**src/rtl/y86_pkg.sv**
```systemverilog
// ----------------------------------------------------------------------------
// y86_pkg
// Shared constants and types for the Y86-64 ALU execute unit: register file
// geometry, operation codes, status codes and divider sizing.
// ----------------------------------------------------------------------------
package y86_pkg;

    // Register file geometry
    localparam int REG_COUNT  = 16;
    localparam int REG_IDX_W  = 4;
    localparam int REG_ADDR_W = (REG_COUNT > 1) ? $clog2(REG_COUNT) : 1;
    localparam logic [REG_IDX_W:0] REG_LIMIT = (REG_IDX_W + 1)'(REG_COUNT);

    // Data path width
    localparam int DATA_W = 64;
    localparam int HALF_W = DATA_W / 2;

    // Operation codes carried by func
    localparam logic [3:0] OP_ADD = 4'h0;
    localparam logic [3:0] OP_SUB = 4'h1;
    localparam logic [3:0] OP_AND = 4'h2;
    localparam logic [3:0] OP_XOR = 4'h3;
    localparam logic [3:0] OP_MUL = 4'h4;
    localparam logic [3:0] OP_DIV = 4'h5;
    localparam logic [3:0] OP_MOD = 4'h6;

    // Completion status of one transaction
    typedef enum logic [1:0] {
        ST_OK      = 2'd0,
        ST_INVALID = 2'd1,
        ST_DIVZERO = 2'd2
    } status_t;

    // Divider: one quotient bit per cycle
    localparam int DIV_STEPS = DATA_W;
    localparam int DIV_CNT_W = $clog2(DIV_STEPS);

endpackage

```
**src/rtl/y86_divider.sv**
```systemverilog
// ----------------------------------------------------------------------------
// y86_divider
// Restoring radix-2 unsigned divider. One quotient bit per cycle; done pulses
// for one cycle when quotient and remainder are valid.
// ----------------------------------------------------------------------------
module y86_divider
    import y86_pkg::*;
(
    input  logic              clk,
    input  logic              rst_n,
    input  logic              start,
    input  logic [DATA_W-1:0] dividend,
    input  logic [DATA_W-1:0] divisor,
    output logic              done,
    output logic [DATA_W-1:0] quotient,
    output logic [DATA_W-1:0] remainder
);

    logic                 busy_reg;
    logic                 done_reg;
    logic [DIV_CNT_W-1:0] cnt_reg;
    logic [DATA_W-1:0]    rem_reg;
    logic [DATA_W-1:0]    quo_reg;
    logic [DATA_W-1:0]    dvs_reg;

    logic [DATA_W:0]      shifted;
    logic [DATA_W:0]      trial;
    logic                 fits;

    // Shift in the next dividend bit and try a subtraction
    assign shifted = {rem_reg, quo_reg[DATA_W-1]};
    assign trial   = shifted - {1'b0, dvs_reg};
    assign fits    = !trial[DATA_W];

    // Control: busy window and completion pulse
    always_ff @(posedge clk or negedge rst_n)
    begin
        if (!rst_n)
        begin
            busy_reg <= 1'b0;
            done_reg <= 1'b0;
            cnt_reg  <= '0;
        end
        else
        begin
            done_reg <= 1'b0;
            if (start)
            begin
                busy_reg <= 1'b1;
                cnt_reg  <= DIV_CNT_W'(DIV_STEPS - 1);
            end
            else if (busy_reg)
            begin
                cnt_reg <= cnt_reg - 1'b1;
                if (cnt_reg == '0)
                begin
                    busy_reg <= 1'b0;
                    done_reg <= 1'b1;
                end
            end
        end
    end

    // Data: partial remainder and quotient shift register
    always_ff @(posedge clk)
    begin
        if (start)
        begin
            rem_reg <= '0;
            quo_reg <= dividend;
            dvs_reg <= divisor;
        end
        else if (busy_reg)
        begin
            rem_reg <= fits ? trial[DATA_W-1:0] : shifted[DATA_W-1:0];
            quo_reg <= {quo_reg[DATA_W-2:0], fits};
        end
    end

    assign done      = done_reg;
    assign quotient  = quo_reg;
    assign remainder = rem_reg;

endmodule

```
**config.mk**
```make
export PLATFORM = sky130hd
export DESIGN_NAME = y86_divider
export DESIGN_NICKNAME = d
export VERILOG_FILES = /design/src/rtl/y86_pkg.sv /design/src/rtl/y86_divider.sv
export SDC_FILE = /design/constraint.sdc
export NUM_CORES = 1
export LEC_CHECK = 0
export ABC_AREA = 1
export BUFFER_PORTS_ARGS = -buffer_cell sky130_fd_sc_hd__buf_2
export CAP_MARGIN = 20
export CORE_UTILIZATION = 55
export CTS_CLUSTER_DIAMETER = 60
export CTS_CLUSTER_SIZE = 10
export DETAILED_ROUTE_END_ITERATION = 10
export GPL_ROUTABILITY_DRIVEN = 0
export PLACE_DENSITY = 0.86
export SYNTH_ARGS = -nofsm -noshare
export SYNTH_HDL_FRONTEND = slang
export SYNTH_SLANG_ARGS = --single-unit
```
**constraint.sdc**
```tcl
create_clock -name clk -period 3.2 [get_ports clk]
set_clock_uncertainty 0.1 [all_clocks]
set_input_delay 0.32 -clock clk [delete_from_list [all_inputs] [get_ports clk]]
set_output_delay 0.32 -clock clk [all_outputs]
set_load 0.02 [all_outputs]
```
; After elaboration in Yosys (flattened, before gate mapping)
; Cells that the tools add are included.
; Widths: inputs -> output; s select.
[totals]
in_bits = 131
word_cells = 22
register_bits = 200
out_inout_bits = 129
[op_classes]
muxes = 11
n_reduce_logical = 3
addsub = 2
[op_table]
columns = op, n
row1 = $mux 64, 3
row2 = $sub 65x64->65, 1
row3 = $mux 6, 2
row4 = $logic_not 6->1, 1
row5 = $mux 1, 6
row6 = $sub 6x1->6 const B, 1
row7 = $reduce_bool 2->1, 1
row8 = $logic_not 1->1, 1

; Logic depth before layout (Yosys ltp)
[depth]
ltp_word = 4
depth_mapped = 21
depth_no_buf = 19

; Least setup slack after synthesis
; No wires, ideal clock.
[synth_path]
kind = flip-flop to flip-flop
from = reg quo_reg[63] (netlist: quotient[63])
to = reg quo_reg[0] (netlist: quotient[0]) (data pin)
path_buffers = 2
arrival_time_ps = 2397
setup_slack_ps = 433
synth_period_minus_slack_ps = 2767
t_required_ps = 2830
stages_incl_launch_ff = 20
setup_ps = 270
cell_sequence = edfxtp_1 inv_1 ha_1 fa_1 inv_1 nand2_1 nand2_1 nand3_1 nand2_2 nand2_1 nand2_2 nand2_1 nand2_2 nand2_4 nand2_4 nand2_2 nand2_2 buf_12 buf_6 o21ai_0
[synth_via]
elab_chain_len = 4
[synth_rtl]
columns = element, line_no
row1 = "start, declared", y86_divider.sv:23  ; logic [DATA_W-1:0] quo_reg;
row2 = "start signal, assigned", y86_divider.sv:70  ; quo_reg <= dividend;
row3 = "start signal, assigned", y86_divider.sv:76  ; quo_reg <= {quo_reg[DATA_W-2:0], fits};
row4 = $sub 65x64->65, y86_divider.sv:32  ; assign trial = shifted - {1'b0, dvs_reg};
row5 = $logic_not 1->1, y86_divider.sv:33  ; assign fits = !trial[DATA_W];
row6 = $mux 64, y86_divider.sv:73  ; else if (busy_reg)
row7 = $mux 64, y86_divider.sv:67  ; if (start)
; No other way between the ends. The select of a mux whose other input is x is not followed.
; A chain may end at the register's enable or synchronous reset.

; Worst setup path after layout
; Ends and elaborated chain as after synthesis.

==> summary.md <==
| Metric | Value |
|---|---|
| Worst ir drop on vdd | `325 uV` |
| Ys Warns | `0` |
| R2R cell count | `18` |
| Critical Path RT | `3290 ps` |
| Worst endpoint data arrival time | `3130 ps` |
| Buffers on Ports | `259` |
| Leading area contributor after synthesis | `nand2_1` |
| Final HPWL DP | `31.9 mm` |
| Highest routed layer | `met4` |
| Clock Sinks | `200` |
| Layout cell share with drive strength beyond 1 | `14.4%` |
| # DRC | `0` |
| RR Endpoint | `quotient[0]$_DFFE_PP_` |
| Crit. End Element | `flop` |
| Worst setup path startpoint | `quotient[63]$_DFFE_PP_` |
| Area growth, synth to finish | `19.3%` |
| Outcome | `complete, no violations` |
| IO Pins | `260` |
| R2r startpoint | `quotient[63]$_DFFE_PP_` |
| Root buffer cell | `clkbuf_16` |
| Antenna violations before repair | `1` |
| Pleak | `10.2 nW` |
| Worst-margin pin slew | `998 ps` |
| Worst slack, placed | `266 ps` |
| Overall power | `6.16 mW` |
| HP Start | `dividend[50]` |
| Tcrit/Tclk final | `95.1%` |
| Hold Crit Depth | `3` |
| First-pass iteration count of the detailed router | `7` |
| Filler cells | `2239` |
| Yosys reg bits | `200` |
| Post-synthesis cell count | `2287` |
| Sequential-to-total area share from yosys stat | `36.5%` |
| CP dominant cell by count | `nand2_2` |
| Pwr Density | `354 mW/mm^2` |
| M1 wire length | `16.3 mm` |
| Final setup viols | `0` |
| DRT antenna net count | `0` |
| Skew-Pair Late Insertion Delay | `470 ps` |
| Core Area | `0.0261 mm^2` |
| Yosys cell types | `36` |
| H-tree depth | `4` |
| Fin crit period | `3040 ps` |
| Max FO, Critical Path | `65` |
| Metal3 WL | `3.36 mm` |
| Slowest-stage cell, CP | `fa_1` |
| Crit start category | `flop` |
| CP bufs+invs | `3` |
| Post-CTS Setup Bufs | `0` |
| Hold EP | `quotient[50]$_DFFE_PP_` |
| CTS Buf Count | `17` |
| CTS max path bufs | `2` |
| Count of pins over their slew limit | `0` |
| Max_cap viols | `0` |
| Layout Nets | `2796` |
| Clk slew on worst S/H paths | `100 ps` |
| Largest net degree at the start of global routing | `66` |
| Worst Setup Path Type | `reg -> reg` |
| Number of global-route vias before repair | `14000` |
| Final WL | `41.5 mm` |
| Commonest non-fill, non-tap cells in the layout | `nand2_1 (1031), inv_1 (496), buf_2 (258)` |
| WL per Instance | `14.1 um` |
| Commonest non-fill, non-tap cell in the layout | `nand2_1` |
| Die area | `0.0272 mm^2` |
| Mapped Nets | `2485` |
| Main area contributors after synthesis | `nand2_1 (27%), edfxtp_1 (26%), inv_1 (13%)` |
| Cell Chain, Critical Path | `inv_1 > ha_1 > fa_1 > inv_1 > nand2_1 > nand2_1 > nand3_1 > nand2_2 > nand2_1 > nand2_2 > nand2_1 > nand2_2 > nand2_4 > nand2_4 > nand2_2 > nand2_2 > buf_12 > o21ai_0` |
| CTS tree | `built` |
| Syn avg cell area | `6.38 um^2` |
| Worst path top cell family by delay | `simple AND/OR/NAND/NOR gates` |
| Slew headroom | `33.5%` |
| Num rows | `59` |
| Chip Height | `165 um` |
| Worst path max stage delay | `400 ps` |
| Grt ovf | `0` |
| First-pass GRT wire length | `66.8 mm` |
| Total GRT Usage | `31.3%` |
| Hold WC Path Type | `in -> reg` |
| Starting density of the core | `56.0%` |
| Final WS setup | `157 ps` |
| Yosys top cell area share | `26.5%` |
| Total number of vias | `14800` |
| R2R setup slack | `160 ps` |
| Mapped cell area | `0.0146 mm^2` |
| 1st-iter DRT viols | `1439` |
| Peak Freq | `0.329 GHz` |
| Fin. Hold Viols | `0` |
| Met2 Routed Length | `19.6 mm` |
| Die Width | `165 um` |
| Vias/cell | `5.04` |
## worst min-delay path: stages
cell and delay, ps:
buf_2 70, nand2_1 40, nand2_1 50
## kinds of logic (layout without fill, tap and decap cells)
family / after synthesis / count (layout) / synth area share [%]
AND/OR/NAND/NOR: 1372 / 1372 / 38.5
buffers and inverters: 543 / 867 / 14.8
flip-flops: 200 / 200 / 36.5
AO/OA/AOI/OAI: 74 / 74 / 2.60
adder cells (fa/ha/maj): 67 / 67 / 5.79
XOR/XNOR: 31 / 31 / 1.86
other: 0 / 1 / 0
## where the power goes
part           internal, mW  leakage [nW]  switching, mW
sequential             2.91          1.93         0.0706
clock                  1.08         0.300           1.20
combinational         0.336          7.99          0.569
## cell usage after synthesis (all sizes together)
| master | n |
|---|---|
| a21oi | 55 |
| dfrtp | 8 |
| fa | 1 |
| nor3 | 16 |
| nand3b | 2 |
| xnor2 | 25 |
| edfxtp | 128 |
| inv | 501 |
| nand4 | 9 |
| o21ai | 17 |
| and3 | 2 |
| nor2 | 115 |
| ha | 66 |
| clkinv | 1 |
| nand2 | 1087 |
| and2 | 4 |
| a22oi | 1 |
| buf | 16 |
| nor4 | 2 |
| nand3 | 135 |
| clkbuf | 25 |
| o21bai | 1 |
| xor2 | 6 |
| dfxtp | 64 |
## repair_timing
action / in CTS / in global routing
endpoints found under the setup margin: 0 / 1
endpoints found under the hold margin: 72 / 0
hold buffers: 65 / 0
resized for setup: 0 / 1
## through the flow
| step | cells | area [um^2] | TNS, ps | utilization, % | hold WS, ps |
|---|---|---|---|---|---|
| after floorplan | 2287 | 14600 | 0 | - | -75.6 |
| after global placement | 2849 | 16100 | 0 | 62.0 | 66.6 |
| after detailed placement | 2849 | 16100 | 0 | 62.0 | 73.7 |
| after CTS | 2946 | 17400 | 0 | 66.8 | 10.0 |
| after global routing | 2946 | 17400 | -81.8 | 66.8 | 12.7 |
| final | 2947 | 17400 | 0 | 66.8 | 12.6 |
## area by class of cell
class                           instances  area, um^2  area share, %
Multi-Input combinational cell       1544        7130           40.9
Sequential cell                       200        5330           30.6
Timing Repair Buffer                  333        2050           11.7
Inverter                              502        1880           10.8
Clock buffer                           17         425           2.44
Tap cell                              335         419           2.41
Clock inverter                         15         190           1.09
Antenna cell                            1        2.50         0.0144
## metal layers
layer | vias to the layer above | GRT usage, %
met2 | 744 | 54.0
met1 | 6522 | 36.7
li1 | 7438 | -
met4 | 0 | 16.9
met5 | - | 0
met3 | 143 | 5.58
## worst max-delay path by stage
stage                                  to  slack (ps)  depth (start not counted)
2_1_floorplan       quotient[0]$_DFFE_PP_         430                         19
3_3_place_gp        quotient[0]$_DFFE_PP_         360                         18
3_5_place_dp        quotient[0]$_DFFE_PP_         270                         18
4_1_cts             quotient[0]$_DFFE_PP_         240                         18
5_1_grt        remainder[62]$_SDFFE_PP0P_         -80                         19
6_report            quotient[0]$_DFFE_PP_         160                         18
Note: power is estimated with default switching activity, not from simulation.
